$ cat config.mk
export PLATFORM = sky130hd
export DESIGN_NAME = urif_cmd_fifo
export DESIGN_NICKNAME = d
export VERILOG_FILES = /design/src/urif_pkg.sv /design/src/urif_cmd_fifo.sv
export SDC_FILE = /design/constraint.sdc
export NUM_CORES = 1
export LEC_CHECK = 0
export BUFFER_PORTS_ARGS = -buffer_cell sky130_fd_sc_hd__buf_2
export CAP_MARGIN = 5
export CORE_MARGIN = 8
export CORE_UTILIZATION = 45
export DETAILED_ROUTE_END_ITERATION = 10
export PLACE_DENSITY_LB_ADDON = 0.15
export SLEW_MARGIN = 10
export SYNTH_ARGS = -nofsm -noshare
export SYNTH_HDL_FRONTEND = slang
export SYNTH_SLANG_ARGS = --single-unit
$ cat constraint.sdc
create_clock -name i_clk -period 2.9 [get_ports i_clk]
set_input_delay 0.435 -clock i_clk [delete_from_list [all_inputs] [get_ports i_clk]]
set_output_delay 0.435 -clock i_clk [all_outputs]
set_load 0.01 [all_outputs]
$ cat src/urif_pkg.sv
// ----------------------------------------------------------------------------
// urif_pkg
// Shared constants, codes and types of the idle-delimited receive ring.
// ----------------------------------------------------------------------------
package urif_pkg;

    // ring store
    localparam int RING_DEPTH    = 1024;
    localparam int ADDR_W        = $clog2(RING_DEPTH);

    // writer-behind-reader distance that forces a frame close
    localparam int NEAR_FULL_GAP = 10;
    localparam int NF_W          = ADDR_W + 9;

    // read burst
    localparam int MAX_BURST     = 64;
    localparam int CNT_W         = 7;

    // idle timer
    localparam int IDLE_W                  = 20;
    localparam logic [IDLE_W-1:0] IDLE_MAX = {IDLE_W{1'b1}};
    localparam logic [IDLE_W-1:0] IDLE_LIMIT_RST = IDLE_W'((84000000 / 9) / 100);

    // read command queue between front and back
    localparam int CMDQ_DEPTH = 4;
    localparam int CMDQ_PTR_W = $clog2(CMDQ_DEPTH);
    localparam int CMDQ_CNT_W = $clog2(CMDQ_DEPTH + 1);

    typedef enum logic [1:0] {
        REQ_BYTE = 2'd0,
        REQ_TICK = 2'd1,
        REQ_READ = 2'd2
    } t_req_type;

    typedef struct packed {
        logic [ADDR_W-1:0] addr;
        logic [CNT_W-1:0]  count;
    } t_rd_cmd;

    typedef struct packed {
        logic full;
        logic empty;
    } t_cmdq_stat;

    typedef struct packed {
        logic [7:0]       out_byte;
        logic             has_byte;
        logic             last_of_read;
        logic [CNT_W-1:0] read_total;
    } t_result;

endpackage

$ cat src/urif_cmd_fifo.sv
// ----------------------------------------------------------------------------
// urif_cmd_fifo
// Short queue of read commands between the front and the back.
// ----------------------------------------------------------------------------
module urif_cmd_fifo (
    input  logic                i_clk,
    input  logic                i_rst_n,
    input  logic                i_push,
    input  urif_pkg::t_rd_cmd   i_cmd,
    input  logic                i_pop,
    output urif_pkg::t_rd_cmd   o_cmd,
    output urif_pkg::t_cmdq_stat o_stat
);

    urif_pkg::t_rd_cmd                 r_q [urif_pkg::CMDQ_DEPTH];
    logic [urif_pkg::CMDQ_PTR_W-1:0]  r_wr_ptr;
    logic [urif_pkg::CMDQ_PTR_W-1:0]  r_rd_ptr;
    logic [urif_pkg::CMDQ_CNT_W-1:0]  r_cnt;
    logic [urif_pkg::CMDQ_CNT_W-1:0]  n_cnt;

    always_comb begin
        n_cnt = r_cnt;
        if (i_push && !i_pop) begin
            n_cnt = r_cnt + 1'b1;
        end else if (!i_push && i_pop) begin
            n_cnt = r_cnt - 1'b1;
        end
    end

    always_ff @(posedge i_clk) begin
        if (!i_rst_n) begin
            r_wr_ptr <= '0;
            r_rd_ptr <= '0;
            r_cnt    <= '0;
        end else begin
            if (i_push) begin
                r_wr_ptr <= r_wr_ptr + 1'b1;
            end
            if (i_pop) begin
                r_rd_ptr <= r_rd_ptr + 1'b1;
            end
            r_cnt <= n_cnt;
        end
    end

    always_ff @(posedge i_clk) begin
        if (i_push) begin
            r_q[r_wr_ptr] <= i_cmd;
        end
    end

    assign o_cmd        = r_q[r_rd_ptr];
    assign o_stat.full  = (r_cnt == urif_pkg::CMDQ_CNT_W'(urif_pkg::CMDQ_DEPTH));
    assign o_stat.empty = (r_cnt == '0);

    a_no_push_full : assert property (@(posedge i_clk) disable iff (!i_rst_n)
        i_push |-> (r_cnt != urif_pkg::CMDQ_CNT_W'(urif_pkg::CMDQ_DEPTH)))
        else $error("command pushed into full queue");

    a_no_pop_empty : assert property (@(posedge i_clk) disable iff (!i_rst_n)
        i_pop |-> (r_cnt != '0))
        else $error("command popped from empty queue");

endmodule

; ---- After elaboration in Yosys (flattened, before gate mapping)
; Memories as Yosys holds them, arrays and structs flattened. A register that Yosys moved wholly into a read port is not among the register bits.
; Index checks and enable logic that the tools add are counted.
[classes]
reduce_logical = 6
n_eq_ne = 1
mux = 6
add_sub_neg = 4
[ops]
columns = cell, count
row1 = $mux 3, 2
row2 = $add 2x1->2 const B, 2
row3 = $mux 2, 2
row4 = $add 3x1->3 const B, 1
row5 = $eq 3x3->1 const B, 1
row6 = $logic_not 3->1, 1
row7 = $sub 3x1->3 const B, 1
row8 = $logic_and 1x1->1, 2
row9 = $logic_not 1->1, 2
row10 = $mux 1, 2
row11 = $reduce_bool 2->1, 1
[word_totals]
ramBits = 68
regBits = 7
n_memories = 1
output_inout_bits = 19
in_bits = 21
word_cells = 21
[memory_table]
columns = name, words, width, rd, rd_clocked_by_memory_dff, wr, line_no
row1 = r_q, 4, 17, 1, 1, 1, urif_cmd_fifo.sv:15  ; urif_pkg::t_rd_cmd r_q [urif_pkg::CMDQ_DEPTH];

; ---- Depth between registers and ports, before layout
[logic_depth]
ltp_word = 4
depth_mapped = 7
ltp_nobuf = 7

; ---- Least setup slack after synthesis
; Ideal clock, no wire load.
[synth_path]
path_kind = input -> register
from = in i_pop
to = reg r_cnt[2] (netlist name)
setup_time_ns = 0.076
arrival_time_ns = 1.617
path_stages = 7
path_buffers = 0
t_required_ns = 2.824
path_slack_ns = 1.207
path_cell_list = inv_1 ha_1 inv_1 fa_1 xor2_1 or3_1 a21boi_0
[synth_via]
elab_chain_cells = 3
word_cells_on_any_way = 5
cone_classes = 1 x mux / 4 x reduce/logical
[synth_rtl]
columns = element, line_no
row1 = "start, declared", urif_cmd_fifo.sv:10  ; input logic i_pop,
row2 = $logic_not 1->1, urif_cmd_fifo.sv:23  ; if (i_push && !i_pop) begin
row3 = $logic_and 1x1->1, urif_cmd_fifo.sv:23
row4 = $mux 3 or $reduce_bool 2->1 (tied branches), n/a
row5 = "end signal, assigned", urif_cmd_fifo.sv:42  ; r_cnt <= n_cnt;
row6 = "end, declared", urif_cmd_fifo.sv:18  ; logic [urif_pkg::CMDQ_CNT_W-1:0] r_cnt;
; Several ways; a longest one is shown, not always the timed one.
; A chain may end at the register's enable or synchronous reset.

==> impl_metrics.json <==
{
  "status": "complete, no violations",
  "crit_required_ns": 2.47,
  "die-area_sq_mm": 0.00937,
  "drtAntennaViolNets": 0,
  "worst_setup_path_end_kind": "primary output",
  "wirelength_mm": 4.80,
  "finish.utilization": 0.536,
  "fin_nets": 209,
  "grt_pass1_vias": 1529,
  "cts_buffers": 9,
  "synth_top_cells_by_count": "68 x edfxtp_1, 10 x mux4_2, 9 x and2_1, 9 x dfxtp_1, 7 x mux4_1",
  "synth_top_area_share": 0.695,
  "die_w_microns": 96.8,
  "cts_resized": 0,
  "synth_edf_count": 68,
  "ios": 40,
  "start_util": 0.463,
  "post-route-period-util": 0.787,
  "max_slew_margin": 0.391,
  "port_buffers": 39,
  "rows": 29,
  "synth_most_common_cell": "edfxtp_1",
  "post_route_cells_drive_above_1_share": 0.353,
  "yosys_warnings": 0,
  "powerDensity_mw_per_mm2": 672,
  "drc_errors": 0,
  "yosysSeqAreaShare": 0.756,
  "worst_pin_slew_ns": 0.913,
  "period_needed_ns": 2.28,
  "yosysTopAreaCell": "edfxtp_1",
  "die_height_microns": 96.8,
  "cp_max_fo": 7,
  "clock-sinks": 77,
  "synth_area_leaders": "edfxtp_1 70%, mux4_2 7.7%, mux4_1 6.3%, dfxtp_1 6.1%, ha_1 2.1%",
  "grt_max_degree": 18,
  "ys_types": 21,
  "leakagePower_nw": 1.21,
  "antenna_found_initial": 0,
  "hold_path.class": "primary input to register",
  "insertion_delay_ns": 0.32,
  "fin_worst_skew_ns": 0.00341,
  "critical-path-max-stage-delay_ns": 0.57,
  "cpMaxStageDelayCell": "mux4_1",
  "syn2layout_area_growth_pct": 15.8,
  "multi_input_area_sq_um": 659,
  "cts.clk_slew.worst_paths_ns": 0.07,
  "post-dp-hpwl_mm": 3.18,
  "core_area_sq_mm": 0.00635,
  "cap_violations": 0,
  "max_freq_mhz": 438,
  "syn_area_per_cell_sq_um": 22.3,
  "detail_route.first_pass.iterations": 4,
  "synth-async-reset-ratio": 0,
  "drtIter0Drc": 82,
  "hold_violations": 0,
  "critical_path_buf_inv_count": 2,
  "wire_per_inst_microns": 18.2,
  "setup_violations": 0,
  "tns_ns": 0,
  "vdd_ir_drop_max_mv": 0.299,
  "h-tree-depth": 3,
  "ys_ff_latch": 77,
  "viasPerCell": 5.13,
  "path_cells": "buf_4 -> mux4_1 -> buf_2",
  "fillers": 513,
  "final_max_slew_viol_count": 0,
  "cts_hold_buf": 0,
  "grt_first_pass_wirelength_mm": 7.85,
  "syn_area_sq_mm": 0.00294,
  "rsz0062_at_grt": "false",
  "critical_path_class": "register to primary output",
  "gp_congestion": 0.660,
  "synth_fp_nets": 159,
  "postCtsSetupBuffers": 0,
  "cts_buffer_depth": 2,
  "cts_root_buffer": "clkbuf_8",
  "vias": 1355,
  "crit_arrival_ns": 1.85,
  "synthCells": 132,
  "synth-main-ff-cell": "edfxtp_1",
  "grt_use_total": 0.109,
  "seq_area_sq_mm": 0.00222,
  "cp-start-kind": "register",
  "gr-total-overflow": 0,
  "diodes": 0,
  "cts_tree": "done",
  "cpLargestDelayFamily": "multiplexers"
}
path summary, 6_finish.rpt:
kind	start	endpoint	slack, ns	cells past startpoint
min	i_cmd[7]	r_q[3][7]	0.32	1
max	register	o_cmd[14]	0.62	3
min reg2reg	r_cnt[2]	r_cnt[2]	0.55	2
max reg2reg	r_wr_ptr[0]	r_q[0][16]	1.22	3
power by group:
group	total (W)	internal, W	leakage [nW]	switching [W]
clock	0.000741	0.000392	0.0907	0.000349
combinational	0.000239	0.000121	0.421	0.000118
sequential	0.00130	0.00127	0.699	0.0000341
layout make-up:
| cell class | instances | area share |
|---|---|---|
| well taps | 77 | 0.0283 |
| clock buffers | 11 | 0.0386 |
| inverters | 4 | 0.00442 |
| multi-input cells | 47 | 0.194 |
| repair buffers | 43 | 0.0662 |
| clock inverters | 5 | 0.0151 |
| flip-flops and latches | 77 | 0.653 |
kinds of logic (layout without fill, tap and decap cells):
family	count (synthesis)	after routing	share of synthesized area
AO/OA/AOI/OAI	2	2	0.00426
XOR/XNOR	5	5	0.0149
adder cells (fa/ha/maj)	6	6	0.0281
buffers and inverters	8	63	0.0192
flip-flops	77	77	0.756
multiplexers	19	19	0.146
AND/OR/NAND/NOR	15	15	0.0311
registers in the layout, indices dropped and copies added (netlist names), named ones only:
register / count
r_cnt: 3
r_q: 68
r_rd_ptr: 2
r_wr_ptr: 2
stage by stage:
| step | worst slack (ns) | cell area [sq um] | cells | hold slack, ns | total power, W |
|---|---|---|---|---|---|
| after floorplan | 1.21 | 2940 | 132 | 0.472 | 0.00148 |
| after global placement | 0.966 | 3220 | 248 | 0.485 | 0.00156 |
| after detailed placement | 0.922 | 3220 | 248 | 0.552 | 0.00158 |
| after CTS | 0.557 | 3400 | 264 | 0.296 | 0.00232 |
| after global routing | 0.510 | 3400 | 264 | 0.305 | 0.00238 |
| final | 0.618 | 3400 | 264 | 0.318 | 0.00228 |
placed cells by master, fill, tap and decap left out, drive strengths merged:
cell type,count
inv,4
a21boi,1
xor2,3
nor2b,2
clkinv,3
nor3b,1
mux4,17
fa,1
clkinvlp,1
edfxtp,68
dfxtp,9
buf,43
bufinv,1
ha,5
nor3,1
clkbuf,11
and2,9
or3,1
xnor2,2
o21ai,1
mux2i,2
nand2,1
worst reg2reg max path, stage by stage (launching register included):
cell and delay (ns):
dfxtp_1 0.34, inv_1 0.10, ha_1 0.14, and2_1 0.72
metal layers:
layer | track usage | part of all wire | vias to the layer above
met4 | 0.0604 | 0.021 | 0
li1 | - | - | 632
met2 | 0.188 | 0.54 | 29
met1 | 0.118 | 0.41 | 684
met3 | 0.0292 | 0.035 | 10
met5 | 0 | 0 | -
Power figures use the tool's default switching activity.
