[config.mk]
export PLATFORM = sky130hd
export DESIGN_NAME = urif_back_flat
export DESIGN_NICKNAME = d
export VERILOG_FILES = /design/src/urif_pkg.sv /design/src/urif_ifs.sv /design/src/urif_back.sv /design/src/flat_wrapper.sv
export SDC_FILE = /design/constraint.sdc
export NUM_CORES = 1
export LEC_CHECK = 0
export ABC_AREA = 1
export BUFFER_PORTS_ARGS = -buffer_cell sky130_fd_sc_hd__clkbuf_2
export CAP_MARGIN = 20
export CELL_PAD_IN_SITES_DETAIL_PLACEMENT = 1
export CELL_PAD_IN_SITES_GLOBAL_PLACEMENT = 2
export CORE_MARGIN = 2
export CORE_UTILIZATION = 37
export DETAILED_ROUTE_END_ITERATION = 8
export GPL_TIMING_DRIVEN = 0
export PLACE_DENSITY_LB_ADDON = 0.1
export SLEW_MARGIN = 20
export SYNTH_ARGS = -nofsm -noshare
export SYNTH_HDL_FRONTEND = slang
export SYNTH_SLANG_ARGS = --single-unit
[constraint.sdc]
create_clock -name i_clk -period 3.6 [get_ports i_clk]
set_clock_uncertainty 0.2 [all_clocks]
set_input_delay 0.72 -clock i_clk [delete_from_list [all_inputs] [get_ports i_clk]]
set_output_delay 0.72 -clock i_clk [all_outputs]
set_load 0.01 [all_outputs]
[src/urif_pkg.sv]
// ----------------------------------------------------------------------------
// urif_pkg
// Shared constants, codes and types of the idle-delimited receive ring.
// ----------------------------------------------------------------------------
package urif_pkg;

    // ring store
    localparam int RING_DEPTH    = 1024;
    localparam int ADDR_W        = $clog2(RING_DEPTH);

    // writer-behind-reader distance that forces a frame close
    localparam int NEAR_FULL_GAP = 10;
    localparam int NF_W          = ADDR_W + 9;

    // read burst
    localparam int MAX_BURST     = 64;
    localparam int CNT_W         = 7;

    // idle timer
    localparam int IDLE_W                  = 20;
    localparam logic [IDLE_W-1:0] IDLE_MAX = {IDLE_W{1'b1}};
    localparam logic [IDLE_W-1:0] IDLE_LIMIT_RST = IDLE_W'((84000000 / 9) / 100);

    // read command queue between front and back
    localparam int CMDQ_DEPTH = 4;
    localparam int CMDQ_PTR_W = $clog2(CMDQ_DEPTH);
    localparam int CMDQ_CNT_W = $clog2(CMDQ_DEPTH + 1);

    typedef enum logic [1:0] {
        REQ_BYTE = 2'd0,
        REQ_TICK = 2'd1,
        REQ_READ = 2'd2
    } t_req_type;

    typedef struct packed {
        logic [ADDR_W-1:0] addr;
        logic [CNT_W-1:0]  count;
    } t_rd_cmd;

    typedef struct packed {
        logic full;
        logic empty;
    } t_cmdq_stat;

    typedef struct packed {
        logic [7:0]       out_byte;
        logic             has_byte;
        logic             last_of_read;
        logic [CNT_W-1:0] read_total;
    } t_result;

endpackage

[src/urif_ifs.sv]


interface urif_res_if;
    logic       valid;
    logic       ready;
    logic [7:0] out_byte;
    logic       has_byte;
    logic       last_of_read;
    logic [6:0] read_total;

    modport source (output valid, output out_byte, output has_byte,
                    output last_of_read, output read_total, input ready);
    modport sink   (input valid, input out_byte, input has_byte,
                    input last_of_read, input read_total, output ready);
endinterface


[src/urif_back.sv]
// ----------------------------------------------------------------------------
// urif_back
// Drains queued read commands from the ring, one byte per cycle while the output buffer has room.
// ----------------------------------------------------------------------------
module urif_back (
    input  logic                         i_clk,
    input  logic                         i_rst_n,
    input  urif_pkg::t_rd_cmd            i_cmd,
    input  urif_pkg::t_cmdq_stat         i_cmdq_stat,
    output logic                         o_cmd_pop,
    output logic                         o_busy,
    output logic                         o_rd_en,
    output logic [urif_pkg::ADDR_W-1:0]  o_rd_addr,
    input  logic [7:0]                   i_rd_data,
    urif_res_if.source                   o_res
);

    // issue side
    logic                        r_busy, n_busy;
    logic                        r_empty, n_empty;
    logic [urif_pkg::ADDR_W-1:0] r_addr, n_addr;
    logic [urif_pkg::CNT_W-1:0]  r_left, n_left;
    logic [urif_pkg::CNT_W-1:0]  r_total, n_total;

    // ram read in flight
    logic                        r_p1_valid;
    logic                        r_p1_has;
    logic                        r_p1_last;
    logic [urif_pkg::CNT_W-1:0]  r_p1_total;

    // two-entry output buffer
    urif_pkg::t_result           r_ob [2];
    logic                        r_ob_wr;
    logic                        r_ob_rd;
    logic [1:0]                  r_ob_cnt;

    logic                        pop_out;
    logic                        issue;
    logic                        issue_last;
    urif_pkg::t_result           p1_res;

    assign pop_out    = o_res.valid && o_res.ready;
    // a slot must be free for the read when its data arrives
    assign issue      = r_busy &&
                        ((3'(r_ob_cnt) + 3'(r_p1_valid) - 3'(pop_out)) < 3'd2);
    assign issue_last = r_empty || (r_left == urif_pkg::CNT_W'(1));

    always_comb begin
        n_busy    = r_busy;
        n_empty   = r_empty;
        n_addr    = r_addr;
        n_left    = r_left;
        n_total   = r_total;
        o_cmd_pop = 1'b0;
        if (!r_busy) begin
            if (!i_cmdq_stat.empty) begin
                o_cmd_pop = 1'b1;
                n_busy    = 1'b1;
                n_addr    = i_cmd.addr;
                n_left    = i_cmd.count;
                n_total   = i_cmd.count;
                n_empty   = (i_cmd.count == '0);
            end
        end else if (issue) begin
            n_addr = r_addr + 1'b1;
            n_left = r_left - 1'b1;
            if (issue_last) begin
                n_busy = 1'b0;
            end
        end
    end

    assign o_busy    = r_busy;
    assign o_rd_en   = issue && !r_empty;
    assign o_rd_addr = r_addr;

    always_ff @(posedge i_clk) begin
        if (!i_rst_n) begin
            r_busy     <= 1'b0;
            r_p1_valid <= 1'b0;
            r_ob_wr    <= 1'b0;
            r_ob_rd    <= 1'b0;
            r_ob_cnt   <= '0;
        end else begin
            r_busy     <= n_busy;
            r_p1_valid <= issue;
            if (r_p1_valid) begin
                r_ob_wr <= ~r_ob_wr;
            end
            if (pop_out) begin
                r_ob_rd <= ~r_ob_rd;
            end
            r_ob_cnt <= r_ob_cnt + 2'(r_p1_valid) - 2'(pop_out);
        end
    end

    always_ff @(posedge i_clk) begin
        r_empty <= n_empty;
        r_addr  <= n_addr;
        r_left  <= n_left;
        r_total <= n_total;
        if (issue) begin
            r_p1_has   <= !r_empty;
            r_p1_last  <= issue_last;
            r_p1_total <= r_total;
        end
        if (r_p1_valid) begin
            r_ob[r_ob_wr] <= p1_res;
        end
    end

    assign p1_res.out_byte     = r_p1_has ? i_rd_data : 8'd0;
    assign p1_res.has_byte     = r_p1_has;
    assign p1_res.last_of_read = r_p1_last;
    assign p1_res.read_total   = r_p1_total;

    assign o_res.valid        = (r_ob_cnt != '0);
    assign o_res.out_byte     = r_ob[r_ob_rd].out_byte;
    assign o_res.has_byte     = r_ob[r_ob_rd].has_byte;
    assign o_res.last_of_read = r_ob[r_ob_rd].last_of_read;
    assign o_res.read_total   = r_ob[r_ob_rd].read_total;

    a_ob_no_overflow : assert property (@(posedge i_clk) disable iff (!i_rst_n)
        r_p1_valid |-> ((r_ob_cnt != 2'd2) || pop_out))
        else $error("output buffer overflow");

    a_burst_count_live : assert property (@(posedge i_clk) disable iff (!i_rst_n)
        (r_busy && !r_empty) |-> (r_left != '0))
        else $error("burst running with no bytes left");

endmodule

[src/flat_wrapper.sv]
// flat-port wrapper written by rule: the top's interface ports become plain ports
module urif_back_flat 
  (i_clk, i_rst_n, i_cmd, i_cmdq_stat, o_cmd_pop, o_busy, o_rd_en, o_rd_addr, i_rd_data, o_res_valid, o_res_out_byte, o_res_has_byte, o_res_last_of_read, o_res_read_total, o_res_ready);
  urif_res_if o_res_i ();
  input  logic i_clk;
  input  logic i_rst_n;
  input  urif_pkg::t_rd_cmd i_cmd;
  input  urif_pkg::t_cmdq_stat i_cmdq_stat;
  output logic o_cmd_pop;
  output logic o_busy;
  output logic o_rd_en;
  output logic [urif_pkg::ADDR_W-1:0] o_rd_addr;
  input  logic [7:0] i_rd_data;
  output wire logic [$bits(o_res_i.valid)-1:0] o_res_valid;
  output wire logic [$bits(o_res_i.out_byte)-1:0] o_res_out_byte;
  output wire logic [$bits(o_res_i.has_byte)-1:0] o_res_has_byte;
  output wire logic [$bits(o_res_i.last_of_read)-1:0] o_res_last_of_read;
  output wire logic [$bits(o_res_i.read_total)-1:0] o_res_read_total;
  input wire logic [$bits(o_res_i.ready)-1:0] o_res_ready;
  assign o_res_valid = o_res_i.valid;
  assign o_res_out_byte = o_res_i.out_byte;
  assign o_res_has_byte = o_res_i.has_byte;
  assign o_res_last_of_read = o_res_i.last_of_read;
  assign o_res_read_total = o_res_i.read_total;
  assign o_res_i.ready = o_res_ready;
  urif_back u_core (.i_clk(i_clk), .i_rst_n(i_rst_n), .i_cmd(i_cmd), .i_cmdq_stat(i_cmdq_stat), .o_cmd_pop(o_cmd_pop), .o_busy(o_busy), .o_rd_en(o_rd_en), .o_rd_addr(o_rd_addr), .i_rd_data(i_rd_data), .o_res(o_res_i));
endmodule
# Word-level counts from Yosys, hierarchy flattened

Memory sizes are Yosys's and may differ from the RTL's. A register that Yosys moved wholly into a read port is not among the register bits.
Index checks and enable logic that the tools add are counted.

Bits in registers: 40
RAM bits: 34
Input bits: 30
Output and inout port bits: 31
Word-level logic and storage cells: 52
Memories: 1

$add $sub $neg: 6
$lt $le $gt $ge: 1
Eq/ne operators: 3
Multiplexer cells: 16
Bitwise operators: 4
Reductions and logical operators: 9

Memories:

| memory      | depth | width | rd ports | clocked after Yosys merged registers in | wr ports | line            | RTL |
|---|---|---|---|---|---|---|---|
| u_core.r_ob | 2     | 17    | 1        | 1                                       | 1        | urif_back.sv:32 | `urif_pkg::t_result r_ob [2];` |

Operators by type and width:

| cell                                                                          | count |
|---|---|
| 10-bit 2-to-1 mux                                                             | 3 |
| 7-bit 2-to-1 mux                                                              | 3 |
| 10-bit by 1-bit adder with 10-bit output (second input constant)              | 1 |
| 1-bit 2-to-1 mux                                                              | 9 |
| 8-bit 2-to-1 mux                                                              | 1 |
| 7-bit by 1-bit == test with 1-bit output (second input constant)              | 1 |
| 7-bit zero test                                                               | 1 |
| 7-bit by 1-bit subtractor with 7-bit output (second input constant)           | 1 |
| 1-bit inverter                                                                | 4 |
| 2-bit AND reduction                                                           | 2 |
| 2-bit by 1-bit adder with 3-bit output                                        | 1 |
| 1-bit logical AND                                                             | 3 |
| 3-bit by 2-bit less-than comparator with 1-bit output (second input constant) | 1 |
| 3-bit by 1-bit subtractor with 3-bit output                                   | 1 |
| 2-bit by 1-bit adder with 2-bit output                                        | 1 |
| 2-bit by 1-bit inequality test with 1-bit output (second input constant)      | 1 |
| 2-bit inequality test (second input constant)                                 | 1 |
| 2-bit nonzero test                                                            | 1 |
| 2-bit by 1-bit subtractor with 2-bit output                                   | 1 |
| 1-bit zero test                                                               | 1 |
| 1-bit logical OR                                                              | 1 |

# Depth between registers and ports, before layout

Word-level depth: 7
Depth in mapped cells: 13
Gate-level depth less buffers: 13

# Worst setup path before layout

Ideal clock, no wire load.

Path type: input to output
From: in o_res_ready
To: out o_rd_en
Arrival time: 2449 ps
Data required time: 2680 ps
Slack: 231 ps
Stages on the path: 11
Cells stage by stage: nand2_1 inv_2 ha_1 inv_1 ha_1 fa_1 inv_1 nand2_1 nor2_2 inv_2 nor2_1

Word-level cells in the longest chain between the ends: 5

Ends and longest elaborated chain:

| what                                                  | line               | RTL |
|---|---|---|
| start, declared                                       | flat_wrapper.sv:19 | `input wire logic [$bits(o_res_i.ready)-1:0] o_res_ready;` |
| 1-bit logical AND                                     | urif_back.sv:42    | `assign pop_out = o_res.valid && o_res.ready;` |
| named net u_core.pop_out                              | urif_back.sv:37    | `logic pop_out;` |
| 3-bit by 1-bit subtractor with 3-bit output           | urif_back.sv:45    | `((3'(r_ob_cnt) + 3'(r_p1_valid) - 3'(pop_out)) < 3'd2);` |
| 3-bit by 2-bit less-than comparator with 1-bit output | urif_back.sv:45    |  |
| 1-bit logical AND                                     | urif_back.sv:44    | `assign issue = r_busy &&` |
| named net u_core.issue                                | urif_back.sv:38    | `logic issue;` |
| 1-bit logical AND                                     | urif_back.sv:74    | `assign o_rd_en = issue && !r_empty;` |
| end, declared                                         | flat_wrapper.sv:11 | `output logic o_rd_en;` |

The timed path passes the listed nets, and every way through them passes these cells.

# Worst setup path in the final report

From: reg u_core.r_ob_cnt[1]
To: out o_rd_en

Word-level cells in the longest chain between the ends: 6

Ends and longest elaborated chain:

| what                                                  | line             | RTL |
|---|---|---|
| start, declared                                       | urif_back.sv:35  | `logic [1:0] r_ob_cnt;` |
| start signal, assigned                                | urif_back.sv:93  | `r_ob_cnt <= r_ob_cnt + 2'(r_p1_valid) - 2'(pop_out);` |
| 2-bit nonzero test                                    | urif_back.sv:117 | `assign o_res.valid = (r_ob_cnt != '0);` |
| 1-bit logical AND                                     | urif_back.sv:42  |  |
| named net u_core.pop_out                              | urif_back.sv:37  |  |
| 3-bit by 1-bit subtractor with 3-bit output           | urif_back.sv:45  |  |
| 3-bit by 2-bit less-than comparator with 1-bit output | urif_back.sv:45  |  |
| 1-bit logical AND                                     | urif_back.sv:44  |  |
| named net u_core.issue                                | urif_back.sv:38  |  |
| 1-bit logical AND                                     | urif_back.sv:74  |  |

The timed path passes the listed nets, and every way through them passes these cells.

==> flow_summary.html <==
<table>
<tr><th>Metric</th><th>Value</th></tr>
<tr><th colspan="2">Critical path</th></tr>
<tr><td>Worst Reg-to-Reg Cells</td><td>12</td></tr>
<tr><td>Category of the most critical setup path</td><td>reg2out</td></tr>
<tr><td>Data required time of the critical path</td><td>2680 ps</td></tr>
<tr><td>Crit path DAT</td><td>2510 ps</td></tr>
<tr><td>Slowest CP cell</td><td>fa_1</td></tr>
<tr><td>End of the worst register-to-register path</td><td>u_core.o_rd_addr[9]</td></tr>
<tr><td>Worst setup SP type</td><td>flop</td></tr>
<tr><td>Number of buffer and inverter stages on the critical path</td><td>5</td></tr>
<tr><td>Ordered list of cells on the worst path</td><td>or2_1 &gt; nand2_1 &gt; inv_2 &gt; ha_1 &gt; inv_1 &gt; ha_2 &gt; fa_1 &gt; inv_1 &gt; nand2_2 &gt; nor2_4 &gt; inv_2 &gt; nor2_2 &gt; buf_2</td></tr>
<tr><td>Family with the most delay on the worst path</td><td>adder cells</td></tr>
<tr><td>Largest incremental delay on the critical path</td><td>480 ps</td></tr>
<tr><td>R2R Setup Slk</td><td>450 ps</td></tr>
<tr><td>Maximum fanout along the worst path</td><td>4</td></tr>
<tr><td>Worst Setup End Kind</td><td>output port</td></tr>
<tr><td>Beginning of the worst register-to-register path</td><td>u_core.r_ob_cnt[1]</td></tr>
<tr><th colspan="2">Floorplan</th></tr>
<tr><td>Die width</td><td>~97 um</td></tr>
<tr><td>Effective utilization at floorplan</td><td>0.387</td></tr>
<tr><td>Y dimension of the die</td><td>97.2 um</td></tr>
<tr><td>Core Footprint</td><td>8300 um^2</td></tr>
<tr><td>Number of rows created at floorplan</td><td>33</td></tr>
<tr><td># IOs</td><td>61</td></tr>
<tr><td>Total die area</td><td>9450 um^2</td></tr>
<tr><th colspan="2">STA</th></tr>
<tr><td>Tcrit/Tclk final</td><td>0.954</td></tr>
<tr><td>Remaining max-slew budget at the tightest pin</td><td>0.443</td></tr>
<tr><td>Endpoints failing hold</td><td>0</td></tr>
<tr><td>Slew at the pin with the worst max-slew slack</td><td>833 ps</td></tr>
<tr><td>Post-layout worst setup margin</td><td>167 ps</td></tr>
<tr><td>Post-route worst hold slack</td><td>222 ps</td></tr>
<tr><td>Fmax</td><td>between 200 and 300 MHz</td></tr>
<tr><td>Final Critical Period</td><td>about 3400 ps</td></tr>
<tr><td>Final setup fails</td><td>0</td></tr>
<tr><td>Final slew viol count</td><td>0</td></tr>
<tr><th colspan="2">Hold path</th></tr>
<tr><td>Worst Hold Path EP</td><td>u_core.r_p1_total[4]</td></tr>
<tr><td>Hold_sp</td><td>u_core.r_total[4]</td></tr>
<tr><td>Hold Path Stages</td><td>0</td></tr>
<tr><td>Kind of path behind the tightest hold check</td><td>reg2reg</td></tr>
<tr><th colspan="2">Global routing</th></tr>
<tr><td>Number of global-route vias before repair</td><td>around 2.2k</td></tr>
<tr><td>Number of antenna violations at the first check in global routing</td><td>0</td></tr>
<tr><td>Met2 global-route usage</td><td>0.254</td></tr>
<tr><td>GR Layer Usage met1</td><td>0.181</td></tr>
<tr><td>Pin count of the biggest net entering global routing</td><td>19</td></tr>
<tr><td>First-pass GRT wire length</td><td>11.0 mm</td></tr>
<tr><td>All-layer global routing usage</td><td>0.152</td></tr>
<tr><td>Peak-usage layer in the global routing report</td><td>met2</td></tr>
<tr><td>Fraction of met3 tracks used by global routing</td><td>0.0468</td></tr>
<tr><td>Remaining Overflow, GRT</td><td>0</td></tr>
<tr><th colspan="2">Flow run</th></tr>
<tr><td>Total of max-cap violations</td><td>0</td></tr>
<tr><th colspan="2">Pwr</th></tr>
<tr><td>Part of the power in the clock network</td><td>0.239</td></tr>
<tr><td>Static power due to leakage</td><td>between 1.5 and 2 nW</td></tr>
<tr><td>Power density over the cells</td><td>roughly 700 nW/um^2</td></tr>
<tr><td>Switching power summed over all nets</td><td>0.000863 W</td></tr>
<tr><td>Fraction of power consumed by combinational cells</td><td>0.280</td></tr>
<tr><td>Seq pwr share</td><td>0.481</td></tr>
<tr><td>Sw Share</td><td>0.322</td></tr>
<tr><td>Peak supply drop</td><td>231 uV</td></tr>
<tr><td>Cell internal pwr</td><td>0.00182 W</td></tr>
<tr><th colspan="2">Synth</th></tr>
<tr><td>Yosys reg bits</td><td>between 70 and 80</td></tr>
<tr><td>Synthesized area</td><td>around 3200 um^2</td></tr>
<tr><td>Proportion of synthesized chip area in sequential cells</td><td>0.679</td></tr>
<tr><td>Mean area per synthesized cell</td><td>12.9 um^2</td></tr>
<tr><td>Post-synthesis cell count</td><td>249</td></tr>
<tr><td>Mapped Nets</td><td>285</td></tr>
<tr><td>Synth warnings</td><td>0</td></tr>
<tr><td>Synth cell types</td><td>31</td></tr>
<tr><th colspan="2">Finish</th></tr>
<tr><td>Cell area after layout</td><td>3880 um^2</td></tr>
<tr><td>Fraction of final layout cells with drive strength greater than 1</td><td>0.345</td></tr>
<tr><td>Most used cells in the layout excluding fill and tap cells</td><td>edfxtp_1, clkbuf_2, nand2_1, inv_1, nor2_1</td></tr>
<tr><td>Most frequent standard cell in the layout excluding fill and tap cells</td><td>edfxtp_1</td></tr>
<tr><td>Antenna Cells</td><td>0</td></tr>
<tr><td>P&amp;R area growth vs syn</td><td>20.8%</td></tr>
<tr><td>Number of nets in the final layout</td><td>359</td></tr>
<tr><td>Post-layout util</td><td>0.468</td></tr>
<tr><td>Filler cell count in the final layout</td><td>between 900 and 1k</td></tr>
<tr><th colspan="2">Route</th></tr>
<tr><td>Remaining antenna violation count</td><td>0</td></tr>
<tr><td>DRC violation count after routing</td><td>0</td></tr>
<tr><td>Post-detailed-routing wire length</td><td>6.49 mm</td></tr>
<tr><td>Routed wirelength normalized by instance count</td><td>15.0 um</td></tr>
<tr><td>Drt first pass iters</td><td>4</td></tr>
<tr><td>Routed vias</td><td>2040</td></tr>
<tr><td>Via density per instance</td><td>4.71</td></tr>
<tr><td>First-iteration detailed-routing DRC count</td><td>34</td></tr>
<tr><th colspan="2">Clocking</th></tr>
<tr><td>Deepest clock path buffer count</td><td>2</td></tr>
<tr><td>Root buffer cell</td><td>clkbuf_8</td></tr>
<tr><td>CTS tree</td><td>yes</td></tr>
<tr><td>Clock transition at the register clock pins on the worst setup and hold paths after CTS</td><td>80 ps</td></tr>
<tr><td>Number of sinks handled by clock tree synthesis</td><td>75</td></tr>
<tr><td>Clock latency on the worst-skew pair</td><td>350 ps</td></tr>
<tr><td>H-tree depth</td><td>3</td></tr>
<tr><td>Total CTS buffers</td><td>9</td></tr>
<tr><th colspan="2">Placement</th></tr>
<tr><td>Number of buffers inserted by port buffering</td><td>slightly below 60</td></tr>
<tr><td>Post-placement worst setup slack</td><td>-212 ps</td></tr>
<tr><td>Cell area reported after detailed placement</td><td>about 3700 um^2</td></tr>
<tr><td>Routability Congestion</td><td>between 0.7 and 0.8</td></tr>
<tr><td>Post-DP HPWL</td><td>~4.8 mm</td></tr>
<tr><th colspan="2">Outcome</th></tr>
<tr><td>Result of the run</td><td>finished, final reports clean</td></tr>
</table>
worst register-to-register path, stage by stage (launching register included):
cell and delay, ps:
dfxtp_2 330, or2_1 230, nand2_1 70, inv_2 50, ha_1 270, inv_1 40
ha_2 160, fa_1 480, inv_1 80, nand2_2 60, nor2_4 120, inv_2 60
nand2_1 610
flip-flops by register name, indices dropped and copies added, names as in the netlist, 2 cells and up, named ones only:
register           flops
u_core.o_rd_addr      10
u_core.r_left          7
u_core.r_ob           34
u_core.r_ob_cnt        2
u_core.r_p1_total      7
u_core.r_total         7
kinds of logic after synthesis:
| group | count (synthesis) | share of synthesized area |
|---|---|---|
| compound gates | 21 | 0.0382 |
| xor+xnor | 6 | 0.0164 |
| fa+ha+maj | 6 | 0.0257 |
| buf+inv | 38 | 0.0522 |
| flops | 75 | 0.679 |
| mux | 17 | 0.0713 |
| simple gates | 86 | 0.117 |
layer usage:
| layer | routed length, um | vias to the layer above |
|---|---|---|
| li1 | - | 998 |
| met3 | 323 | 11 |
| met5 | 0 | - |
| met2 | 3250 | 47 |
| met4 | 96 | 0 |
| met1 | 2820 | 984 |
power groups by stage:
| stage | Sequential [W] | Clock, W | Combinational, W |
|---|---|---|---|
| finish | 0.00129 | 0.000641 | 0.000750 |
| CTS | 0.00129 | 0.000658 | 0.000742 |
| floorplan | 0.00129 | 0 | 0.000469 |
| global placement | 0.00130 | 0 | 0.000697 |
| detailed placement | 0.00131 | 0 | 0.000721 |
| global route | 0.00131 | 0.000695 | 0.000851 |
cell usage after synthesis (all sizes together):
library cell | number | area (um^2)
a31oi | 2 | 12.5
o31ai | 1 | 7.51
edfxtp | 68 | 2040
o21ai | 13 | 72.6
ha | 5 | 62.6
nand3 | 9 | 50.1
or2 | 1 | 6.26
mux2 | 17 | 229
fa | 1 | 20.0
nor2 | 19 | 86.3
xor2 | 5 | 43.8
o21bai | 2 | 15.0
a21oi | 3 | 15.0
inv | 32 | 120
nor4 | 1 | 6.26
nor3 | 2 | 15.0
nand2 | 52 | 200
dfxtp | 7 | 140
clkbuf | 1 | 3.75
nand4 | 2 | 12.5
buf | 5 | 43.8
xnor2 | 1 | 8.76
worst max path at each step:
| stage | endpoint | startpoint | slack, ps | cells after the start |
|---|---|---|---|---|
| after global placement | u_core.r_left[3] | o_res_ready | -190 | 12 |
| after floorplan | o_rd_en | o_res_ready | 230 | 11 |
| after global routing | o_rd_en | u_core.r_ob_cnt[1] | -40 | 13 |
| after CTS | o_rd_en | u_core.r_ob_cnt[1] | 70 | 13 |
| final | o_rd_en | u_core.r_ob_cnt[1] | 170 | 13 |
| after detailed placement | u_core.r_left[3] | o_res_ready | -210 | 12 |
through the flow:
stage	total power [W]	setup TNS [ps]	std cells
detailed placement	0.00203	-3750	414
CTS	0.00269	0	431
global route	0.00286	-36.1	433
finish	0.00268	0	433
floorplan	0.00176	0	249
global placement	0.00200	-3350	413
final cells by class:
type,count,area [um^2],share of cell area
well taps,105,131,0.0338
clock buffers,9,124,0.0319
inverters,32,120,0.0309
plain buffers,6,47.5,0.0122
multi-input cells,136,878,0.226
repair buffers,63,329,0.0848
clock inverters,7,68.8,0.0177
flip-flops and latches,75,2180,0.562
timing repair:
item                                    4_1_cts  5_1_grt
resized for setup                             1        5
buffers inserted                              1        2
pin swaps                                     1        2
hold buffers                                  0        0
endpoints found under the setup margin        5        1
Note: power is estimated with default switching activity, not from simulation.
