<file path="config.mk">
export PLATFORM = sky130hd
export DESIGN_NAME = urif_front_flat
export DESIGN_NICKNAME = d
export VERILOG_FILES = /design/src/urif_pkg.sv /design/src/urif_ifs.sv /design/src/urif_front.sv /design/src/flat_wrapper.sv
export SDC_FILE = /design/constraint.sdc
export NUM_CORES = 1
export LEC_CHECK = 0
export BUFFER_PORTS_ARGS = -buffer_cell sky130_fd_sc_hd__buf_2
export CORE_ASPECT_RATIO = 2
export CORE_MARGIN = 3
export CORE_UTILIZATION = 48
export DETAILED_ROUTE_END_ITERATION = 8
export GPL_TIMING_DRIVEN = 0
export PLACE_DENSITY = 0.73
export REMOVE_ABC_BUFFERS = 1
export SLEW_MARGIN = 20
export SYNTH_ARGS = -nofsm -noshare
export SYNTH_HDL_FRONTEND = slang
export SYNTH_SLANG_ARGS = --single-unit
</file>
<file path="constraint.sdc">
create_clock -name i_clk -period 14.72 [get_ports i_clk]
set_input_delay 0 -clock i_clk [delete_from_list [all_inputs] [get_ports i_clk]]
set_output_delay 0 -clock i_clk [all_outputs]
set_load 0.005 [all_outputs]
</file>
<file path="src/urif_pkg.sv">
// ----------------------------------------------------------------------------
// urif_pkg
// Shared constants, codes and types of the idle-delimited receive ring.
// ----------------------------------------------------------------------------
package urif_pkg;

    // ring store
    localparam int RING_DEPTH    = 1024;
    localparam int ADDR_W        = $clog2(RING_DEPTH);

    // writer-behind-reader distance that forces a frame close
    localparam int NEAR_FULL_GAP = 10;
    localparam int NF_W          = ADDR_W + 9;

    // read burst
    localparam int MAX_BURST     = 64;
    localparam int CNT_W         = 7;

    // idle timer
    localparam int IDLE_W                  = 20;
    localparam logic [IDLE_W-1:0] IDLE_MAX = {IDLE_W{1'b1}};
    localparam logic [IDLE_W-1:0] IDLE_LIMIT_RST = IDLE_W'((84000000 / 9) / 100);

    // read command queue between front and back
    localparam int CMDQ_DEPTH = 4;
    localparam int CMDQ_PTR_W = $clog2(CMDQ_DEPTH);
    localparam int CMDQ_CNT_W = $clog2(CMDQ_DEPTH + 1);

    typedef enum logic [1:0] {
        REQ_BYTE = 2'd0,
        REQ_TICK = 2'd1,
        REQ_READ = 2'd2
    } t_req_type;

    typedef struct packed {
        logic [ADDR_W-1:0] addr;
        logic [CNT_W-1:0]  count;
    } t_rd_cmd;

    typedef struct packed {
        logic full;
        logic empty;
    } t_cmdq_stat;

    typedef struct packed {
        logic [7:0]       out_byte;
        logic             has_byte;
        logic             last_of_read;
        logic [CNT_W-1:0] read_total;
    } t_result;

endpackage

</file>
<file path="src/urif_ifs.sv">
// ----------------------------------------------------------------------------
// urif channel interfaces
// Valid/ready channels for requests, results and the idle limit register.
// ----------------------------------------------------------------------------
interface urif_req_if;
    logic       valid;
    logic       ready;
    logic [1:0] req_type;
    logic [7:0] rx_byte;
    logic [6:0] max_read;

    modport source (output valid, output req_type, output rx_byte, output max_read,
                    input ready);
    modport sink   (input valid, input req_type, input rx_byte, input max_read,
                    output ready);
endinterface


interface urif_cfg_if;
    logic        valid;
    logic        ready;
    logic [19:0] idle_limit;

    modport source (output valid, output idle_limit, input ready);
    modport sink   (input valid, input idle_limit, output ready);
endinterface

</file>
<file path="src/urif_front.sv">
// ----------------------------------------------------------------------------
// urif_front
// Accepts requests: stores bytes, runs the idle timer, queues read commands.
// ----------------------------------------------------------------------------
module urif_front (
    input  logic                         i_clk,
    input  logic                         i_rst_n,
    urif_req_if.sink                     i_req,
    urif_cfg_if.sink                     i_cfg,
    input  urif_pkg::t_cmdq_stat         i_cmdq_stat,
    input  logic                         i_back_busy,
    output logic                         o_cmd_push,
    output urif_pkg::t_rd_cmd            o_cmd,
    output logic                         o_wr_en,
    output logic [urif_pkg::ADDR_W-1:0]  o_wr_addr,
    output logic [7:0]                   o_wr_data
);

    localparam int CMP_W = (urif_pkg::ADDR_W > urif_pkg::CNT_W) ?
                           urif_pkg::ADDR_W : urif_pkg::CNT_W;

    logic [urif_pkg::ADDR_W-1:0] r_write_ptr, n_write_ptr;
    logic [urif_pkg::ADDR_W-1:0] r_read_ptr,  n_read_ptr;
    logic [urif_pkg::ADDR_W-1:0] r_frame_end, n_frame_end;
    logic                        r_receiving, n_receiving;
    logic                        r_pending,   n_pending;
    logic [urif_pkg::IDLE_W-1:0] r_idle_cnt,  n_idle_cnt;
    logic [urif_pkg::IDLE_W-1:0] r_idle_limit;

    urif_pkg::t_req_type         req;
    logic                        accept;
    logic [urif_pkg::IDLE_W-1:0] idle_inc;
    logic                        near_full;
    logic [urif_pkg::ADDR_W-1:0] avail;
    logic [urif_pkg::CNT_W-1:0]  max_sat;
    logic [urif_pkg::CNT_W-1:0]  rd_count;

    assign req = urif_pkg::t_req_type'(i_req.req_type);

    // bytes wait until every queued read has fetched its data from the ring
    always_comb begin
        case (req)
            urif_pkg::REQ_BYTE: i_req.ready = i_cmdq_stat.empty && !i_back_busy;
            urif_pkg::REQ_READ: i_req.ready = !i_cmdq_stat.full;
            default:            i_req.ready = 1'b1;
        endcase
    end

    assign accept = i_req.valid && i_req.ready;

    assign idle_inc  = (r_idle_cnt == urif_pkg::IDLE_MAX) ? r_idle_cnt : r_idle_cnt + 1'b1;
    assign near_full = (urif_pkg::NF_W'(r_write_ptr) + urif_pkg::NF_W'(urif_pkg::NEAR_FULL_GAP))
                       == urif_pkg::NF_W'(r_read_ptr);
    assign avail     = r_frame_end - r_read_ptr;
    assign max_sat   = (i_req.max_read > urif_pkg::CNT_W'(urif_pkg::MAX_BURST)) ?
                       urif_pkg::CNT_W'(urif_pkg::MAX_BURST) : i_req.max_read;

    always_comb begin
        rd_count = '0;
        if (r_pending) begin
            rd_count = (CMP_W'(avail) > CMP_W'(max_sat)) ? max_sat : urif_pkg::CNT_W'(avail);
        end
    end

    always_comb begin
        n_write_ptr = r_write_ptr;
        n_read_ptr  = r_read_ptr;
        n_frame_end = r_frame_end;
        n_receiving = r_receiving;
        n_pending   = r_pending;
        n_idle_cnt  = r_idle_cnt;
        o_wr_en     = 1'b0;
        o_cmd_push  = 1'b0;
        if (accept) begin
            case (req)
                urif_pkg::REQ_BYTE: begin
                    o_wr_en     = 1'b1;
                    n_write_ptr = r_write_ptr + 1'b1;
                    n_receiving = 1'b1;
                    n_idle_cnt  = '0;
                end
                urif_pkg::REQ_TICK: begin
                    n_idle_cnt = idle_inc;
                    if ((idle_inc > r_idle_limit) &&
                        ((r_receiving && !r_pending) || near_full)) begin
                        n_pending   = 1'b1;
                        n_receiving = 1'b0;
                        n_frame_end = r_write_ptr;
                    end
                end
                urif_pkg::REQ_READ: begin
                    o_cmd_push = 1'b1;
                    n_pending  = 1'b0;
                    n_read_ptr = r_read_ptr + urif_pkg::ADDR_W'(rd_count);
                end
                default: begin
                end
            endcase
        end
    end

    assign o_cmd.addr  = r_read_ptr;
    assign o_cmd.count = rd_count;
    assign o_wr_addr   = r_write_ptr;
    assign o_wr_data   = i_req.rx_byte;

    assign i_cfg.ready = 1'b1;

    always_ff @(posedge i_clk) begin
        if (!i_rst_n) begin
            r_write_ptr  <= '0;
            r_read_ptr   <= '0;
            r_frame_end  <= '0;
            r_receiving  <= 1'b0;
            r_pending    <= 1'b0;
            r_idle_cnt   <= '0;
            r_idle_limit <= urif_pkg::IDLE_LIMIT_RST;
        end else begin
            r_write_ptr <= n_write_ptr;
            r_read_ptr  <= n_read_ptr;
            r_frame_end <= n_frame_end;
            r_receiving <= n_receiving;
            r_pending   <= n_pending;
            r_idle_cnt  <= n_idle_cnt;
            if (i_cfg.valid) begin
                r_idle_limit <= i_cfg.idle_limit;
            end
        end
    end

endmodule

</file>
<file path="src/flat_wrapper.sv">
// flat-port wrapper written by rule: the top's interface ports become plain ports
module urif_front_flat 
  (i_clk, i_rst_n, i_cmdq_stat, i_back_busy, o_cmd_push, o_cmd, o_wr_en, o_wr_addr, o_wr_data, i_req_valid, i_req_req_type, i_req_rx_byte, i_req_max_read, i_req_ready, i_cfg_valid, i_cfg_idle_limit, i_cfg_ready);
  urif_req_if i_req_i ();
  urif_cfg_if i_cfg_i ();
  input  logic i_clk;
  input  logic i_rst_n;
  input  urif_pkg::t_cmdq_stat i_cmdq_stat;
  input  logic i_back_busy;
  output logic o_cmd_push;
  output urif_pkg::t_rd_cmd o_cmd;
  output logic o_wr_en;
  output logic [urif_pkg::ADDR_W-1:0] o_wr_addr;
  output logic [7:0] o_wr_data;
  input wire logic [$bits(i_req_i.valid)-1:0] i_req_valid;
  input wire logic [$bits(i_req_i.req_type)-1:0] i_req_req_type;
  input wire logic [$bits(i_req_i.rx_byte)-1:0] i_req_rx_byte;
  input wire logic [$bits(i_req_i.max_read)-1:0] i_req_max_read;
  output wire logic [$bits(i_req_i.ready)-1:0] i_req_ready;
  input wire logic [$bits(i_cfg_i.valid)-1:0] i_cfg_valid;
  input wire logic [$bits(i_cfg_i.idle_limit)-1:0] i_cfg_idle_limit;
  output wire logic [$bits(i_cfg_i.ready)-1:0] i_cfg_ready;
  assign i_req_i.valid = i_req_valid;
  assign i_req_i.req_type = i_req_req_type;
  assign i_req_i.rx_byte = i_req_rx_byte;
  assign i_req_i.max_read = i_req_max_read;
  assign i_req_ready = i_req_i.ready;
  assign i_cfg_i.valid = i_cfg_valid;
  assign i_cfg_i.idle_limit = i_cfg_idle_limit;
  assign i_cfg_ready = i_cfg_i.ready;
  urif_front u_core (.i_clk(i_clk), .i_rst_n(i_rst_n), .i_req(i_req_i), .i_cfg(i_cfg_i), .i_cmdq_stat(i_cmdq_stat), .i_back_busy(i_back_busy), .o_cmd_push(o_cmd_push), .o_cmd(o_cmd), .o_wr_en(o_wr_en), .o_wr_addr(o_wr_addr), .o_wr_data(o_wr_data));
endmodule
</file>
Word level (Yosys, flattened, before mapping). Cells that the tools add are included. W data, S select, Z words.

Add/subtract/negate cells: 5. $lt $le $gt $ge: 3. Equal/unequal tests: 5. Multiplexer cells: 14. Reductions and logical operators: 17.

Operators by type and width (number): $pmux W20 S2 (1); $mux W7 (3); $add A20 B1 Y20 const B (1); $eq A20 B20 Y1 const B (1); $gt A20 B20 Y1 (1); $mux W20 (1); $eq A19 B10 Y1 (1); $add A10 B4 Y11 const B (1); $add A10 B1 Y10 const B (1); $add A10 B7 Y10 (1); $gt A10 B7 Y1 (1); $sub A10 B10 Y10 (1); $reduce_and A3 Y1 (3); $gt A7 B7 Y1 const B (1); $mux W1 (6); $pmux W1 S2 (3); $reduce_and A2 Y1 (3); $logic_and A1 B1 Y1 (4); $reduce_bool A2 Y1 (2); $logic_not A1 Y1 (3); $eq A2 B1 Y1 const B (1); $eq A2 B2 Y1 const B (1); $logic_not A2 Y1 (1); $ne A2 B1 Y1 const B (1); $logic_or A1 B1 Y1 (1).

Register bits: 72. Output and inout bits: 39. Logic and storage cells: 51.

Longest topological paths before layout. Gate-level depths: netlist (run 1).

Depth in word-level cells: 6. Depth in mapped cells: 25.

Worst setup path after synthesis (run 1). Ideal clock, no wire load.

Path type: reg2reg. From: register u_core.r_read_ptr[1] (netlist bit). To: register u_core.r_read_ptr[7] (netlist bit). Setup time: 127 ps. Data arrival time: 4946 ps. Required time: 14593 ps. Slack: 9647 ps. Cell stages (with the launch flop): 25. Path buffers: 1. Cell sequence: dfxtp_1 > inv_1 > ha_1 > nor2b_1 > o21ai_0 > a21oi_1 > nor2_1 > xnor2_1 > ha_1 > and4_1 > o21a_1 > a2111oi_0 > o21a_1 > and3_1 > clkbuf_1 > a21oi_1 > o21a_1 > ha_1 > a21o_1 > a21o_1 > a21o_1 > a21o_1 > a21oi_1 > mux2i_1 > or3_1.

RTL lines: start, declared (RTL line urif_front.sv:23) `logic [urif_pkg::ADDR_W-1:0] r_read_ptr, n_read_ptr;`; start signal, assigned (RTL line urif_front.sv:120) `r_read_ptr <= n_read_ptr;`.

Worst setup path after layout (run 1).
From: register u_core.r_read_ptr[1] (netlist bit). To: register u_core.r_read_ptr[7] (netlist bit).

Longest elaborated chain between the ends: 5.

RTL lines: $sub A10 B10 Y10 (RTL line urif_front.sv:54) `assign avail = r_frame_end - r_read_ptr;`; $gt A10 B7 Y1 (RTL line urif_front.sv:61) `rd_count = (CMP_W'(avail) > CMP_W'(max_sat)) ? max_sat : urif_pkg::CNT_W'(avail);`; $mux W7 (RTL line urif_front.sv:61); $mux W7 (RTL line urif_front.sv:60) `if (r_pending) begin`; $add A10 B7 Y10 (*) (RTL line urif_front.sv:94) `n_read_ptr = r_read_ptr + urif_pkg::ADDR_W'(rd_count);`.

Every way passes the cells marked *; elsewhere a longest branch is shown, timed or not. A chain may end at the register's enable or synchronous reset.

==> results.ini, run 1 <==
[route]
post_drt_wl_per_cell_um = 15.49
wl_mm = 13.33
antenna_violating_nets_post_route = 0
drtIter0Drc = 137
first_pass_iters = 4
dr_total_vias = 4870
drc = 0
vias_per_cell = 5.663

[clock_tree]
clk_pin_slew_ns = 0.06
htree_levels = 3
cts_tree = done
numCtsBuffers = 9
cts_sinks = 72
clockBufferDepth = 2
worstSkewPairLatency_ns = 0.34
root_buffer = clkbuf_16
cts.repair.resized = 0

[grt]
antenna_found_initial = 0
grt_pass1_wl_mm = 21.74
grt_usage_pct = 22.52
grt_max_degree = 49
first_global_vias = 4823
globalRoute.totalOverflow = 0

[power_and_ir_drop]
leakage_nw = 2.613
switching_share_pct = 24.99
seq_power_share_pct = 44.1
vdd_ir_drop_max_uv = 74.61
clkPwrFrac_pct = 44.8
p_comb_share_pct = 11.1
p_sw_w = 0.0001142
p_per_area_nw_per_um2 = 76.71
p_int_w = 0.0003428

[critical_path]
crit_top_cell = a21o_1
worst-path-stages = 23
slowest_delay_ns = 0.49
r2r_cells = 23
cp_slowest_cell = dfxtp_1
path_max_fanout = 10
arrival_ns = 6.14
crit_buf_inv = 1
critical_path.top_delay_family = compound AO/OA/AOI/OAI gates
cp_cell_sequence = inv_1, ha_1, nor2b_1, o21ai_0, a21oi_1, nor2_1, xnor2_1, ha_1, and4_1, o21a_1, a2111oi_0, o21a_1, and3_1, a21oi_1, o21a_1, ha_1, a21o_1, a21o_1, a21o_1, a21o_1, a21oi_1, mux2i_1, or3_1
critical_path_class = register to register
cp-end-kind = register
crit_path_start_kind = register
required_ns = 14.94

[synthesis]
syn_area_per_cell_um2 = 7.769
yosysWarnings = 0
synth_edf_count = 0
synthMuxAreaShare_pct = 5.930
synth_cells = 660
synth_compound_area_share_pct = 17.37
synth_cell_types = 59
ys_seq_elements = 72
async_reset_ff_share_pct = 0
synthSimpleGateAreaFrac_pct = 22.60
synth_top_family_by_area = simple AND/OR/NAND/NOR gates
ys.flop_type = dfxtp_1
yosys.area_share.xor_xnor_pct = 7.174
synthesis.area_um2 = 5127
synth.yosys.seq_area_share_pct = 28.11
synth_fa_ha_area_share_pct = 12.01

[sta]
grt_setup_unrepaired = no
finalSetupViolCount = 0
period_share_pct = 40.18
worst_slew_pin_slew_ns = 1.035
finalClockSkew_ns = 0.007859
hold_viol_final = 0
slew_headroom_pct = 30.12
slew_violations = 0
fmax_ghz = 0.1691
period_needed_ns = 5.915
setup_ws_ns = 8.805
fin_tns_setup_ns = 0

[outcome]
run_status = finished, final reports clean

[die]
die_area_um2 = 12030
die_w_um = 79.08
num_io_pins = 83
rows = 52
die_h_um = 152.2
core_um2 = 10280
initial_core_util_pct = 49.88

[finish]
post-route-cell-area_um2 = 5957
final_cell_mix = nand2_1, dfxtp_1, buf_2
antenna_cells = 0
nNetsFinal = 812
layout-drive-gt1-share_pct = 13.38
instances_no_fill = 860
final_common_cell = nand2_1
syn2layout_area_growth_pct = 16.18

[placement]
place_area_um2 = 5473
hpwl_mm = 10.02
gp_congestion = 0.8841
dp.cells = 824
dpl_worst_slack_ns = 8.899
io_buffers = 65

[min_path]
hold-path-cell-count = 0
hold_path_class = input pin to primary output

[job]
drv_cap = 0

[sequential cells by signal (all words and copies together), names as in the netlist]
register,flops
u_core.o_wr_addr,10
u_core.r_frame_end,10
u_core.r_idle_cnt,20
u_core.r_idle_limit,20
u_core.r_pending,1
u_core.r_read_ptr,10
u_core.r_receiving,1
[what timing repair did]
item	in CTS	in global routing
hold endpoints to repair	20	0
buffers inserted	0	0
hold buffers	20	0
[cell families (layout without fill, tap and decap cells)]
family,count (synthesis),in the layout
compound gates,144,144
xor+xnor,42,42
fa+ha+maj,48,48
buf+inv,79,144
flops,72,72
mux,30,30
other cells,1,1
simple gates,244,244
[power by group through the flow]
stage               Sequential (W)  Clock (W)  Combinational (W)
floorplan                 0.000205          0          0.0000269
global placement          0.000206          0          0.0000440
detailed placement        0.000206          0          0.0000463
CTS                       0.000202   0.000210          0.0000506
global route              0.000202   0.000218          0.0000570
finish                    0.000202   0.000205          0.0000506
[per-layer routing]
layer  GRT usage (%)  wire length [um]
met1           21.25              4833
met2           41.55              7145
met3           4.142               540
met4           16.23               805
met5               0                 0
[final timing paths]
check                             start                     to  slack [ns]
hold / removal         i_req_rx_byte[0]           o_wr_data[0]     0.00005
setup / recovery   u_core.r_read_ptr[1]   u_core.r_read_ptr[7]        8.80
setup reg to reg   u_core.r_read_ptr[1]   u_core.r_read_ptr[7]        8.80
hold reg to reg   u_core.r_frame_end[0]  u_core.r_frame_end[0]        0.46
[Yosys cell counts, drive strengths merged (2+ instances only)]
master,n,area (um^2)
o211ai,9,67.56
ha,46,575.6
a211oi,4,35.03
mux2i,27,270.3
clkbuf,20,75.07
mux2,3,33.78
xor2,17,148.9
a21o,16,120.1
o31ai,2,15.01
nor2,62,240.2
or3b,2,17.52
nand4,9,56.30
a21boi,2,15.01
and3,4,25.02
a221oi,2,17.52
and4,5,46.29
xnor2,25,219.0
inv,40,150.1
and2,2,12.51
a31oi,5,31.28
o2111ai,2,17.52
o21ai,35,178.9
dfxtp,72,1441
buf,18,116.4
nand2,84,315.3
or3,9,56.30
nor3,18,95.09
nor2b,7,43.79
nor4,6,50.04
fa,2,40.04
nand2b,3,18.77
o21a,11,82.58
or4,3,22.52
a21oi,47,235.2
nand3,27,135.1
[final cells by class]
cell class | count | area [um^2]
clock buffer | 11 | 252.7
fill | 992 | 4323
timing repair buffer | 87 | 544.3
sequential | 72 | 1441
multi-input combinational | 509 | 3363
clock inverter | 5 | 31.28
tap | 135 | 168.9
inverter | 41 | 155.1
[through the flow]
step	util (%)	power, W	hold slack (ns)
after detailed placement	53.24	0.0002521	0.00006492
final	57.95	0.0004570	0.00005095
after CTS	57.95	0.0004622	0.00006492
after global placement	52.82	0.0002496	0.00006492
after floorplan	-	0.0002321	0
after global routing	57.95	0.0004774	0.00004222
No activity file was read; power rests on OpenSTA's default activity.
==> inputs of run 2 (changes only) <==
==> constraint.sdc (replaced) <==
create_clock -name i_clk -period 6.1 [get_ports i_clk]
set_input_delay 0 -clock i_clk [delete_from_list [all_inputs] [get_ports i_clk]]
set_output_delay 0 -clock i_clk [all_outputs]
set_load 0.005 [all_outputs]
==> run 2 against run 1 <==
Effect of this change:
- combinational power is 140% higher
- worst setup slack worse by 8.3 ns
- clock skew hardly changed
- global-route usage stayed put
- cell count did not move
- first-iteration DRC count unchanged
- cell area hardly changed
==> results.ini, run 2 (synthesized netlist as in run 1, its figures left out) <==
[outcome]
run_status = finished, final reports clean

[sta]
finalSetupViolCount = 0
setup_ws_ns = 0.4746
hold_viol_final = 0
worst_slew_pin_slew_ns = 1.035
slew_headroom_pct = 30.11
fmax_ghz = 0.1778
grt_setup_unrepaired = no
finalClockSkew_ns = 0.007691
slew_violations = 0
period_needed_ns = 5.625
fin_tns_setup_ns = 0
period_share_pct = 92.22

[route]
drtIter0Drc = 137
drc = 0
vias_per_cell = 5.664
first_pass_iters = 4
antenna_violating_nets_post_route = 0
dr_total_vias = 4871
wl_mm = 13.28
post_drt_wl_per_cell_um = 15.45

[critical_path]
crit_path_start_kind = register
r2r-end = u_core.r_read_ptr[8]
slowest_delay_ns = 0.41
cp-end-kind = register
critical_path_class = register to register
r2r_cells = 24
reg2reg_setup_slack_ns = 0.47
path_max_fanout = 5
reg2reg_from = u_core.r_read_ptr[0]
crit_top_cell = o21a_1
required_ns = 6.37
cp_cell_sequence = ha_1, fa_1, nor2b_1, o21a_1, nor2_1, xnor2_1, ha_1, and4_1, o21a_1, a2111oi_0, o21a_1, nand3_1, or3_1, a21oi_1, ha_1, inv_1, fa_1, nor2b_1, o21ai_0, a21boi_0, o21a_1, o21ai_0, a21oi_1, mux2i_1
arrival_ns = 5.89
cp_slowest_cell = fa_1

[min_path]
hold_end = o_wr_data[0]
hold_path_class = input pin to primary output
hold-path-cell-count = 0
hold_start = i_req_rx_byte[0]

[clock_tree]
cts_tree = done
clockBufferDepth = 2
clk_pin_slew_ns = 0.06
numCtsBuffers = 9
cts_sinks = 72
root_buffer = clkbuf_16
worstSkewPairLatency_ns = 0.34
htree_levels = 3

[placement]
dpl_worst_slack_ns = 0.2795
io_buffers = 65
hpwl_mm = 10.02
gp_congestion = 0.8841
place_area_um2 = 5473
dp.cells = 824

[grt]
globalRoute.totalOverflow = 0
antenna_found_initial = 0
grt_max_degree = 49
grt_usage_pct = 22.52
first_global_vias = 4823
grt_pass1_wl_mm = 21.74

[die]
initial_core_util_pct = 49.88
core_um2 = 10280
die_h_um = 152.2
num_io_pins = 83
die_area_um2 = 12030
die_w_um = 79.08
rows = 52

[power_and_ir_drop]
leakage_nw = 2.613
power_w = 0.001103
vdd_ir_drop_max_uv = 180.1
p_per_area_nw_per_um2 = 185.0

[finish]
top_regs = u_core.r_idle_cnt x20, u_core.r_idle_limit x20
final_cell_mix = nand2_1, dfxtp_1, buf_2
final_common_cell = nand2_1
multiInputGateArea_um2 = 3364
nNetsFinal = 812
antenna_cells = 0
instances_no_fill = 860
layout-drive-gt1-share_pct = 13.66
syn2layout_area_growth_pct = 16.23
post-route-cell-area_um2 = 5959
n_fill_cell = 992
seq_area_um2 = 1443

[job]
drv_cap = 0

==> run 2: layer usage <==
metal	share of wire, %	vias to the layer above	global-route usage [%]
met1	36	2252	21.25
met5	0	-	0
met4	6.1	0	16.23
met3	4.3	50	4.142
li1	-	2414	-
met2	54	155	41.55
==> run 2: how the worst max path moves through the flow <==
stage,slack [ns],cells past startpoint,from,end
after detailed placement,0.28,23,u_core.r_read_ptr[1],u_core.r_read_ptr[7]
after global placement,0.34,23,u_core.r_read_ptr[1],u_core.r_read_ptr[7]
after global routing,0.001,25,u_core.r_read_ptr[1],u_core.r_read_ptr[8]
final,0.47,24,u_core.r_read_ptr[0],u_core.r_read_ptr[8]
after CTS,0.25,23,u_core.r_read_ptr[1],u_core.r_read_ptr[7]
after floorplan,1.13,23,u_core.r_read_ptr[1],u_core.r_read_ptr[7]
==> run 2: area by class of cell <==
cell class	count	share of cell area, %
multi-input combinational	509	56.46
sequential	72	24.21
timing repair buffer	87	9.133
clock buffer	11	4.241
tap	135	2.834
inverter	41	2.603
clock inverter	5	0.5249
==> run 2: power breakdown <==
part | internal [W] | total (W) | switching [W]
logic | 0.0000512 | 0.000122 | 0.0000710
clock network | 0.000296 | 0.000494 | 0.000198
registers | 0.000481 | 0.000486 | 0.00000582
total | 0.000827 | 0.00110 | 0.000275
==> run 2: worst max-delay path, delay by kind of cell, from the launching register on <==
family / cells / cell delay, ns
buffers and inverters: 1 / 0.05
AO/OA/AOI/OAI: 10 / 2.04
XOR/XNOR: 1 / 0.20
multiplexers: 1 / 0.19
adder cells (fa/ha/maj): 5 / 1.58
flip-flops: 1 / 0.37
AND/OR/NAND/NOR: 6 / 1.13
==> run 2: timing repair <==
| action | CTS | global route |
|---|---|---|
| hold buffers | 20 | 0 |
| endpoints found under the hold margin | 20 | 0 |
| endpoints found under the setup margin | 0 | 4 |
| buffers inserted | 0 | 0 |
| gates resized for setup | 0 | 3 |
==> run 2: metrics by stage <==
| stage | hold WS, ns | utilization [%] |
|---|---|---|
| finish | 0.00005095 | 57.97 |
| global route | 0.00004222 | 57.97 |
| CTS | 0.00006492 | 57.95 |
| detailed placement | 0.00006492 | 53.24 |
| global placement | 0.00006492 | 52.82 |
| floorplan | 0 | - |
